--- src/sv/ffd_pkg.sv ---
// types and constants of the first-flush diverter controller
package ffd_pkg;

   // diverter phase, one-hot
   typedef enum logic [3:0] {
      PH_IDLE    = 4'b0001,
      PH_CONFIRM = 4'b0010,
      PH_DIVERT  = 4'b0100,
      PH_COLLECT = 4'b1000
   } phase_type;

   // mode codes as seen on the result beat
   localparam logic [1:0] MODE_IDLE    = 2'd0;
   localparam logic [1:0] MODE_CONFIRM = 2'd1;
   localparam logic [1:0] MODE_DIVERT  = 2'd2;
   localparam logic [1:0] MODE_COLLECT = 2'd3;

   // register indexes
   localparam int unsigned CSR_IDX_W = 3;
   localparam logic [CSR_IDX_W-1:0] CSR_FLUSH_TIME     = 3'd0;
   localparam logic [CSR_IDX_W-1:0] CSR_VOLUME_GATE    = 3'd1;
   localparam logic [CSR_IDX_W-1:0] CSR_REENTRY_WINDOW = 3'd2;
   localparam logic [CSR_IDX_W-1:0] CSR_PULSE          = 3'd3;
   localparam logic [CSR_IDX_W-1:0] CSR_CHECK_INTERVAL = 3'd4;
   localparam logic [CSR_IDX_W-1:0] CSR_FLOW_TIMEOUT   = 3'd5;
   localparam logic [CSR_IDX_W-1:0] CSR_COLLECT_WINDOW = 3'd6;
   localparam logic [CSR_IDX_W-1:0] CSR_CAL_MODE       = 3'd7;

   // volume is kept as mL times this scale (mL/min times ms)
   localparam logic [15:0] VOL_SCALE = 16'd60000;
   localparam int unsigned GATE_W = 40;
   localparam int unsigned VOL_W  = 56;
   localparam logic [VOL_W-1:0] VOL_MAX = {VOL_W{1'b1}};

   // register defaults
   localparam logic [31:0]       RST_FLUSH_TIME     = 32'd120000;
   localparam logic [GATE_W-1:0] RST_GATE_SCALED    = 40'd3000000000;
   localparam logic [31:0]       RST_REENTRY_WINDOW = 32'd1800000;
   localparam logic [31:0]       RST_PULSE          = 32'd8000;
   localparam logic [31:0]       RST_CHECK_INTERVAL = 32'd60000;
   localparam logic [31:0]       RST_FLOW_TIMEOUT   = 32'd10000;
   localparam logic [31:0]       RST_COLLECT_WINDOW = 32'd300000;

   typedef struct packed {
      logic [31:0]       flush_time;
      logic [GATE_W-1:0] gate_scaled;
      logic [31:0]       reentry_window;
      logic [31:0]       pulse;
      logic [31:0]       check_interval;
      logic [31:0]       flow_timeout;
      logic [31:0]       collect_window;
      logic              cal_mode;
   } cfg_type;

   typedef struct packed {
      logic        kind;
      logic [31:0] now_ms;
      logic        flow_active;
      logic [15:0] flow_rate;
   } item_type;

   typedef struct packed {
      logic [VOL_W-1:0] diverted_amount;
      logic             flushed;
      logic             collect_open;
      logic             drain_open;
      logic [1:0]       mode;
   } result_type;

endpackage

--- src/sv/ffd_core.sv ---
// diverter state registers and the combinational update for one tick or reset command (state held in cal mode)
module ffd_core
   import ffd_pkg::*;
#(
   parameter logic [31:0] CONFIRM_MS = 32'd5000,
   parameter int unsigned TIME_BITS  = 32
) (
   input  logic       clock,
   input  logic       reset,
   input  logic       advance,
   input  item_type   item,
   input  cfg_type    cfg,
   output result_type result
);

   localparam int unsigned TW = TIME_BITS;
   localparam int unsigned NB = (TIME_BITS < 32) ? TIME_BITS : 32;
   localparam int unsigned CW = (TIME_BITS > 32) ? TIME_BITS : 32;
   localparam int unsigned PW = TIME_BITS + 16;
   localparam int unsigned XW = (PW > VOL_W + 1) ? PW : VOL_W + 1;
   localparam logic [TW-1:0] TMAX = {TW{1'b1}};

   phase_type        phase_ff, phase_in;
   logic             pulsing_ff, pulsing_in;
   logic [TW-1:0]    check_start_ff, check_start_in;
   logic [TW-1:0]    confirm_start_ff, confirm_start_in;
   logic [TW-1:0]    last_flow_ff, last_flow_in;
   logic [TW-1:0]    collect_start_ff, collect_start_in;
   logic [TW-1:0]    flow_sum_ff, flow_sum_in;
   logic [VOL_W-1:0] volume_ff, volume_in;
   logic [TW-1:0]    collect_end_ff, collect_end_in;
   logic             done_ff, done_in;
   logic             skip_ff, skip_in;

   logic [TW-1:0]    now_t;
   logic [TW-1:0]    e_check, e_confirm, e_last, e_cstart, e_cend;
   logic [TW:0]      flow_add;
   logic [TW-1:0]    flow_sat;
   logic [XW-1:0]    prod_x;
   logic [VOL_W-1:0] prod_sat;
   logic [VOL_W:0]   vol_add;
   logic [VOL_W-1:0] vol_sat;
   logic             done_kept;

   function automatic logic time_ge(logic [TW-1:0] e, logic [31:0] c);
      return CW'(e) >= CW'(c);
   endfunction

   function automatic logic [1:0] mode_code(phase_type ph);
      logic [1:0] code;
      unique case (ph)
         PH_IDLE:    code = MODE_IDLE;
         PH_CONFIRM: code = MODE_CONFIRM;
         PH_DIVERT:  code = MODE_DIVERT;
         PH_COLLECT: code = MODE_COLLECT;
         default:    code = MODE_IDLE;
      endcase
      return code;
   endfunction

   assign now_t     = TW'(item.now_ms[NB-1:0]);
   assign e_check   = now_t - check_start_ff;
   assign e_confirm = now_t - confirm_start_ff;
   assign e_last    = now_t - last_flow_ff;
   assign e_cstart  = now_t - collect_start_ff;
   assign e_cend    = now_t - collect_end_ff;

   // saturating accumulators for the diverting phase
   assign flow_add = {1'b0, flow_sum_ff} + {1'b0, e_last};
   assign flow_sat = flow_add[TW] ? TMAX : flow_add[TW-1:0];
   assign prod_x   = XW'(item.flow_rate) * XW'(e_last);
   assign prod_sat = (prod_x > XW'(VOL_MAX)) ? VOL_MAX : prod_x[VOL_W-1:0];
   assign vol_add  = {1'b0, volume_ff} + {1'b0, prod_sat};
   assign vol_sat  = vol_add[VOL_W] ? VOL_MAX : vol_add[VOL_W-1:0];

   // session flag survives only inside the re-entry window
   assign done_kept = done_ff && !time_ge(e_cend, cfg.reentry_window);

   always_comb begin
      phase_in         = phase_ff;
      pulsing_in       = pulsing_ff;
      check_start_in   = check_start_ff;
      confirm_start_in = confirm_start_ff;
      last_flow_in     = last_flow_ff;
      collect_start_in = collect_start_ff;
      flow_sum_in      = flow_sum_ff;
      volume_in        = volume_ff;
      collect_end_in   = collect_end_ff;
      done_in          = done_ff;
      skip_in          = skip_ff;
      if (!cfg.cal_mode) begin
         if (item.kind) begin
            volume_in      = '0;
            done_in        = 1'b0;
            skip_in        = 1'b0;
            collect_end_in = '0;
            phase_in       = PH_IDLE;
            pulsing_in     = 1'b1;
            check_start_in = now_t;
         end else begin
            unique case (phase_ff)
               PH_IDLE: begin
                  done_in = done_kept;
                  if (pulsing_ff) begin
                     if (item.flow_active) begin
                        skip_in = done_kept;
                        if (!done_kept) begin
                           volume_in = '0;
                        end
                        phase_in         = PH_CONFIRM;
                        confirm_start_in = now_t;
                        last_flow_in     = now_t;
                        pulsing_in       = 1'b0;
                     end else if (time_ge(e_check, cfg.pulse)) begin
                        pulsing_in     = 1'b0;
                        check_start_in = now_t;
                     end
                  end else if (time_ge(e_check, cfg.check_interval)) begin
                     pulsing_in     = 1'b1;
                     check_start_in = now_t;
                  end
               end
               PH_CONFIRM: begin
                  if (item.flow_active) begin
                     last_flow_in = now_t;
                     if (time_ge(e_confirm, CONFIRM_MS)) begin
                        if (skip_ff) begin
                           skip_in          = 1'b0;
                           phase_in         = PH_COLLECT;
                           collect_start_in = now_t;
                        end else begin
                           phase_in    = PH_DIVERT;
                           flow_sum_in = e_confirm;
                        end
                     end
                  end else begin
                     skip_in        = 1'b0;
                     phase_in       = PH_IDLE;
                     pulsing_in     = 1'b0;
                     check_start_in = now_t;
                  end
               end
               PH_DIVERT: begin
                  if (item.flow_active) begin
                     flow_sum_in  = flow_sat;
                     volume_in    = vol_sat;
                     last_flow_in = now_t;
                     if (time_ge(flow_sat, cfg.flush_time) ||
                         vol_sat >= VOL_W'(cfg.gate_scaled)) begin
                        phase_in         = PH_COLLECT;
                        collect_start_in = now_t;
                     end
                  end else if (CW'(e_last) > CW'(cfg.flow_timeout)) begin
                     phase_in       = PH_IDLE;
                     pulsing_in     = 1'b0;
                     check_start_in = now_t;
                  end
               end
               PH_COLLECT: begin
                  if (item.flow_active) begin
                     last_flow_in = now_t;
                  end else if (time_ge(e_cstart, cfg.collect_window) &&
                               CW'(e_last) > CW'(cfg.flow_timeout)) begin
                     collect_end_in = now_t;
                     done_in        = 1'b1;
                     phase_in       = PH_IDLE;
                     pulsing_in     = 1'b0;
                     check_start_in = now_t;
                  end
               end
               default: begin
                  phase_in = PH_IDLE;
               end
            endcase
         end
      end
   end

   always_ff @(posedge clock) begin
      if (reset) begin
         phase_ff         <= PH_IDLE;
         pulsing_ff       <= 1'b1;
         check_start_ff   <= '0;
         confirm_start_ff <= '0;
         last_flow_ff     <= '0;
         collect_start_ff <= '0;
         flow_sum_ff      <= '0;
         volume_ff        <= '0;
         collect_end_ff   <= '0;
         done_ff          <= 1'b0;
         skip_ff          <= 1'b0;
      end else if (advance) begin
         phase_ff         <= phase_in;
         pulsing_ff       <= pulsing_in;
         check_start_ff   <= check_start_in;
         confirm_start_ff <= confirm_start_in;
         last_flow_ff     <= last_flow_in;
         collect_start_ff <= collect_start_in;
         flow_sum_ff      <= flow_sum_in;
         volume_ff        <= volume_in;
         collect_end_ff   <= collect_end_in;
         done_ff          <= done_in;
         skip_ff          <= skip_in;
      end
   end

   // result reflects the state after this beat
   always_comb begin
      result.mode            = mode_code(phase_in);
      result.drain_open      = (phase_in == PH_IDLE) ? pulsing_in : (phase_in != PH_COLLECT);
      result.collect_open    = (phase_in == PH_COLLECT);
      result.flushed         = done_in;
      result.diverted_amount = volume_in;
   end

endmodule

--- src/sv/first_flush_diverter_fsm_top.sv ---
// first-flush diverter controller: input register, register file, core and result register
// path: an accepted beat is held in the input register, and its result beat in the result register
// throughput: one beat per cycle while the result beat is not stalled, bound by the state update in ffd_core
// (elapsed-time subtract, 16 x TIME_BITS multiply, saturating add and gate compare)
// reset: synchronous, active high; empties both registers, loads register defaults
// and puts the machine in idle with the rain-check pulse open
module first_flush_diverter_fsm_top
   import ffd_pkg::*;
#(
   parameter logic [31:0] CONFIRM_MS = 32'd5000,
   parameter int unsigned TIME_BITS  = 32
) (
   input  logic                 clock,
   input  logic                 reset,
   input  logic                 req_tvalid,
   output logic                 req_tready,
   input  logic [55:0]          req_tdata,  // now_ms[31:0], flow_active[32], flow_rate[48:33], zero
   input  logic                 req_tuser,  // kind[0]
   output logic                 rsp_tvalid,
   input  logic                 rsp_tready,
   output logic [63:0]          rsp_tdata,  // mode[1:0], drain_open[2], collect_open[3],
                                            // flushed[4], diverted_amount[60:5], zero
   input  logic                 csr_valid,
   output logic                 csr_ready,
   input  logic [CSR_IDX_W-1:0] csr_index,
   input  logic [31:0]          csr_data
);

   logic       in_valid_ff;
   item_type   in_item_ff;
   logic       out_valid_ff;
   result_type out_result_ff;
   result_type result;
   cfg_type    cfg_ff;
   logic       advance;

   assign advance    = in_valid_ff && (!out_valid_ff || rsp_tready);
   assign req_tready = !in_valid_ff || advance;
   assign rsp_tvalid = out_valid_ff;
   assign rsp_tdata  = {3'b000, out_result_ff};
   assign csr_ready  = 1'b1;

   always_ff @(posedge clock) begin
      if (reset) begin
         in_valid_ff <= 1'b0;
      end else if (req_tready) begin
         in_valid_ff <= req_tvalid;
      end
   end

   always_ff @(posedge clock) begin
      if (req_tvalid && req_tready) begin
         in_item_ff.kind        <= req_tuser;
         in_item_ff.now_ms      <= req_tdata[31:0];
         in_item_ff.flow_active <= req_tdata[32];
         in_item_ff.flow_rate   <= req_tdata[48:33];
      end
   end

   always_ff @(posedge clock) begin
      if (reset) begin
         out_valid_ff <= 1'b0;
      end else if (advance) begin
         out_valid_ff <= 1'b1;
      end else if (rsp_tready) begin
         out_valid_ff <= 1'b0;
      end
   end

   always_ff @(posedge clock) begin
      if (advance) begin
         out_result_ff <= result;
      end
   end

   // gate kept pre-scaled so the volume compare needs no multiplier
   always_ff @(posedge clock) begin
      if (reset) begin
         cfg_ff.flush_time     <= RST_FLUSH_TIME;
         cfg_ff.gate_scaled    <= RST_GATE_SCALED;
         cfg_ff.reentry_window <= RST_REENTRY_WINDOW;
         cfg_ff.pulse          <= RST_PULSE;
         cfg_ff.check_interval <= RST_CHECK_INTERVAL;
         cfg_ff.flow_timeout   <= RST_FLOW_TIMEOUT;
         cfg_ff.collect_window <= RST_COLLECT_WINDOW;
         cfg_ff.cal_mode       <= 1'b0;
      end else if (csr_valid) begin
         unique case (csr_index)
            CSR_FLUSH_TIME:     cfg_ff.flush_time     <= csr_data;
            CSR_VOLUME_GATE:    cfg_ff.gate_scaled    <=
                                   GATE_W'(csr_data[23:0]) * GATE_W'(VOL_SCALE);
            CSR_REENTRY_WINDOW: cfg_ff.reentry_window <= csr_data;
            CSR_PULSE:          cfg_ff.pulse          <= csr_data;
            CSR_CHECK_INTERVAL: cfg_ff.check_interval <= csr_data;
            CSR_FLOW_TIMEOUT:   cfg_ff.flow_timeout   <= csr_data;
            CSR_COLLECT_WINDOW: cfg_ff.collect_window <= csr_data;
            CSR_CAL_MODE:       cfg_ff.cal_mode       <= csr_data[0];
            default:            cfg_ff.cal_mode       <= cfg_ff.cal_mode;
         endcase
      end
   end

   ffd_core #(
      .CONFIRM_MS (CONFIRM_MS),
      .TIME_BITS  (TIME_BITS)
   ) u_core (
      .clock   (clock),
      .reset   (reset),
      .advance (advance),
      .item    (in_item_ff),
      .cfg     (cfg_ff),
      .result  (result)
   );

endmodule

--- config.mk ---
export PLATFORM = sky130hd
export DESIGN_NAME = first_flush_diverter_fsm_top
export DESIGN_NICKNAME = d
export VERILOG_FILES = /design/src/sv/ffd_pkg.sv /design/src/sv/ffd_core.sv /design/src/sv/first_flush_diverter_fsm_top.sv
export SDC_FILE = /design/constraint.sdc
export NUM_CORES = 2
export LEC_CHECK = 0
export BUFFER_PORTS_ARGS = -buffer_cell sky130_fd_sc_hd__clkbuf_2
export CAP_MARGIN = 5
export CORE_MARGIN = 2
export CORE_UTILIZATION = 57
export DETAILED_ROUTE_END_ITERATION = 10
export PLACE_DENSITY = 0.74
export SYNTH_ARGS = -nofsm -noshare
export SYNTH_HDL_FRONTEND = slang
export SYNTH_SLANG_ARGS = --single-unit
--- constraint.sdc ---
create_clock -name clock -period 16.4 [get_ports clock]
set_clock_uncertainty 0.15 [all_clocks]
set_input_delay 3.28 -clock clock [delete_from_list [all_inputs] [get_ports clock]]
set_output_delay 3.28 -clock clock [all_outputs]
set_load 0.02 [all_outputs]
==> impl_metrics.py <==
metrics = {
    "critical_path": {
        "cp.required_ns": 16.65,
        "crit_fanout": 12,
        "cpPeakStageDelay_ns": 0.55,
        "crit_type": "flop to flop",
        "cp-end-kind": "flop",
        "path_common_cell": "buf_4",
        "crit_arrival_ns": 15.88,
        "crit_slowest_cell": "fa_1",
        "start_kind": "flop",
    },
    "min_path": {
        "hp-class": "flop to flop",
    },
    "floorplan": {
        "dieHeight_um": 329,
        "pin_count": 164,
        "die_w_um": 329,
        "row_count": 119,
        "initial_core_util_pct": 57.4,
        "die_area_mm2": 0.108,
        "core-area_mm2": 0.105,
    },
    "cells_and_area": {
        "nets": 8671,
        "fillers": 9009,
        "final_cells": 8822,
        "syn_to_final_growth_pct": 9.49,
        "layout-drive-gt1-share_pct": 7.65,
    },
    "synth": {
        "syn_avg_cell_area_um2": 8.33,
        "synth-edff-count": 111,
        "netlist_instances": 7226,
        "synth.area.top_cells": "fa_1 (17%), dfxtp_1 (16%), ha_1 (14%), nand2_1 (6.6%), inv_1 (6.1%)",
        "synth_top_area_share_pct": 17.5,
        "async_reset_ff_share_pct": 0,
        "yosysWarnings": 0,
        "synthFlopType": "dfxtp_1",
        "yosysTopAreaCell": "fa_1",
        "synth-seq-cells": 596,
        "yosysUniqueCellTypes": 96,
        "syn_area_mm2": 0.0602,
        "ys_seq_area_share_pct": 21.7,
    },
    "timing": {
        "period_share_pct": 95.3,
        "hold_viol_final": 0,
        "whs_ns": 0.300,
        "layout_min_cycle_time_ns": 15.63,
        "layout_setup_ws_ns": 0.770,
        "setup_viol": 0,
        "tightest_slew_ns": 1.22,
        "clock.fmax_mhz": 64.0,
        "slew_violations": 0,
        "slew_headroom_pct": 18.3,
    },
    "global_route": {
        "antenna_found_initial": 7,
        "grt_usage_pct": 33.4,
        "globalRouteOverflowTotal": 0,
        "grt_pass1_wl_mm": 282,
        "grt_pass1_vias": 51359,
        "grt_max_degree": 169,
    },
    "route": {
        "ant_nets": 0,
        "drc": 0,
        "vias": 51746,
        "viasPerCell": 5.87,
        "drt-total-wl_mm": 181,
        "drtPass1Iterations": 6,
        "drt-initial-drc-count": 4237,
        "wl_per_cell_um": 20.5,
    },
    "clock_network": {
        "cts_made_buffers": 72,
        "worstSkewPairLatency_ns": 0.67,
        "cts_sinks": 596,
        "cts_tree": "built",
        "htreeDepth": 3,
        "hold_buffers": 0,
        "clock_path_buffers": 3,
        "cts_root_buf": "clkbuf_16",
        "path_clk_slew_ns": 0.06,
    },
    "placement": {
        "place.gp.congestion": 0.963,
        "placed_cells": 8681,
        "numPortBuffers": 152,
        "dp_hpwl_mm": 137,
        "pre_cts_ws_ns": 0.377,
    },
    "job": {
        "maxCapViolations": 0,
    },
    "run_status": {
        "status": "completed",
    },
}
[placed cells by master (no fill, tap or decap), drive strengths merged, types with 19 or more instances in the layout]
cell    instances
nand2        1058
inv           983
ha            679
a21oi         574
fa            526
dfxtp         485
nor2          476
clkbuf        249
and2          215
a21o          209
buf           203
o21ai         197
xnor2         186
nand3         121
edfxtp        111
mux2i         103
nor2b          95
nor3           90
xor2           83
nand4          72
nand2b         71
o21a           53
a211o          46
and3           41
a211oi         40
or3            34
a311oi         32
o211ai         31
a22o           31
o21bai         30
a22oi          27
nand3b         22
a31oi          22
clkinv         22
or2            21
o31ai          21
a21boi         19
[area by class of cell]
| class | count | area (um2) | share of cell area (%) |
|---|---|---|---|
| antenna | 6 | 15.0 | 0.0228 |
| clock buffer | 97 | 2020 | 3.06 |
| clock inverter | 33 | 342 | 0.518 |
| inverter | 978 | 3670 | 5.57 |
| multi-input combinational | 5366 | 42700 | 64.8 |
| sequential | 596 | 13000 | 19.8 |
| tap | 1391 | 1740 | 2.64 |
| timing repair buffer | 355 | 2390 | 3.62 |
[critical path: cells and delay by family, from the launching register on]
| kind | cells | cell delay [ns] |
|---|---|---|
| AO/OA/AOI/OAI | 24 | 5.21 |
| adder cells (fa/ha/maj) | 10 | 4.26 |
| AND/OR/NAND/NOR | 19 | 3.54 |
| buffers and inverters | 10 | 1.36 |
| flip-flops | 1 | 0.53 |
| XOR/XNOR | 2 | 0.31 |
[path summary, 6_finish.rpt]
path | start | endpoint | slack [ns] | cells past startpoint
worst min-delay path | u_core.collect_end_ff[9]$_SDFFE_PP0P_ | u_core.collect_end_ff[9]$_SDFFE_PP0P_ | 0.30 | 2
worst max register to register | in_item_ff[18]$_DFFE_PP_ | rsp_tdata[2]$_DFFE_PP_ | 0.77 | 65
worst max-delay path | in_item_ff[18]$_DFFE_PP_ | rsp_tdata[2]$_DFFE_PP_ | 0.77 | 65
worst min register to register | u_core.collect_end_ff[9]$_SDFFE_PP0P_ | u_core.collect_end_ff[9]$_SDFFE_PP0P_ | 0.30 | 2
[cells by family after synthesis]
logic type | after synthesis | share of synthesized area, %
multiplexers | 104 | 1.73
AO/OA/AOI/OAI | 1439 | 15.4
XOR/XNOR | 269 | 3.91
AND/OR/NAND/NOR | 2345 | 17.7
adder cells (fa/ha/maj) | 1205 | 31.6
other | 2 | 0.0125
flip-flops | 596 | 21.7
buffers and inverters | 1266 | 8.02
[cell usage after synthesis, types with 30 or more instances]
library cell / n
a211o_1: 45
a211oi_1: 39
a21o_1: 209
a21oi_1: 570
a22o_1: 31
a311oi_1: 32
and2_1: 215
and3_1: 41
clkbuf_1: 257
dfxtp_1: 485
edfxtp_1: 111
fa_1: 526
ha_1: 679
inv_1: 977
mux2i_1: 103
nand2_1: 1058
nand2b_1: 71
nand3_1: 120
nand4_1: 72
nor2_1: 476
nor2b_1: 95
nor3_1: 89
o211ai_1: 31
o21a_1: 53
o21ai_0: 179
o21bai_1: 30
or3_1: 34
xnor2_1: 186
xor2_1: 83
[metrics by stage]
step,instance area (um2),util [%],setup TNS [ns]
2_1_floorplan,60200,-,0
3_3_place_gp,63400,60.4,0
3_5_place_dp,63400,60.4,0
4_1_cts,65700,62.6,0
5_1_grt,65900,62.8,-0.00850
6_report,65900,62.8,0
[metal layers]
metal	vias to the layer above	wire [um]	global-route usage, %
li1	24232	-	-
met1	25045	71500	41.9
met2	1994	84500	55.5
met3	469	14700	5.91
met4	6	10100	16.6
met5	-	35	0
[what timing repair did]
item | in CTS | in global routing
setup buffers | 0 | 4
endpoints found under the setup margin | 0 | 38
resized for setup | 0 | 26
[state kept, by name, summed over array words and instances, names as in the netlist]
register                 cells
u_core.phase_ff              4
cfg_ff                     228
u_core.collect_end_ff       32
u_core.confirm_start_ff     32
u_core.skip_ff               1
u_core.last_flow_ff         32
in_item_ff                  50
rsp_tdata                   61
rsp_tvalid                   1
u_core.pulsing_ff            1
u_core.collect_start_ff     32
u_core.check_start_ff       32
in_valid_ff                  1
u_core.volume_ff            56
u_core.flow_sum_ff          32
u_core.done_ff               1
Power is left out: the tool's default activity adds up to more than one toggle a clock period on the data nets, which glitch-free logic cannot reach.
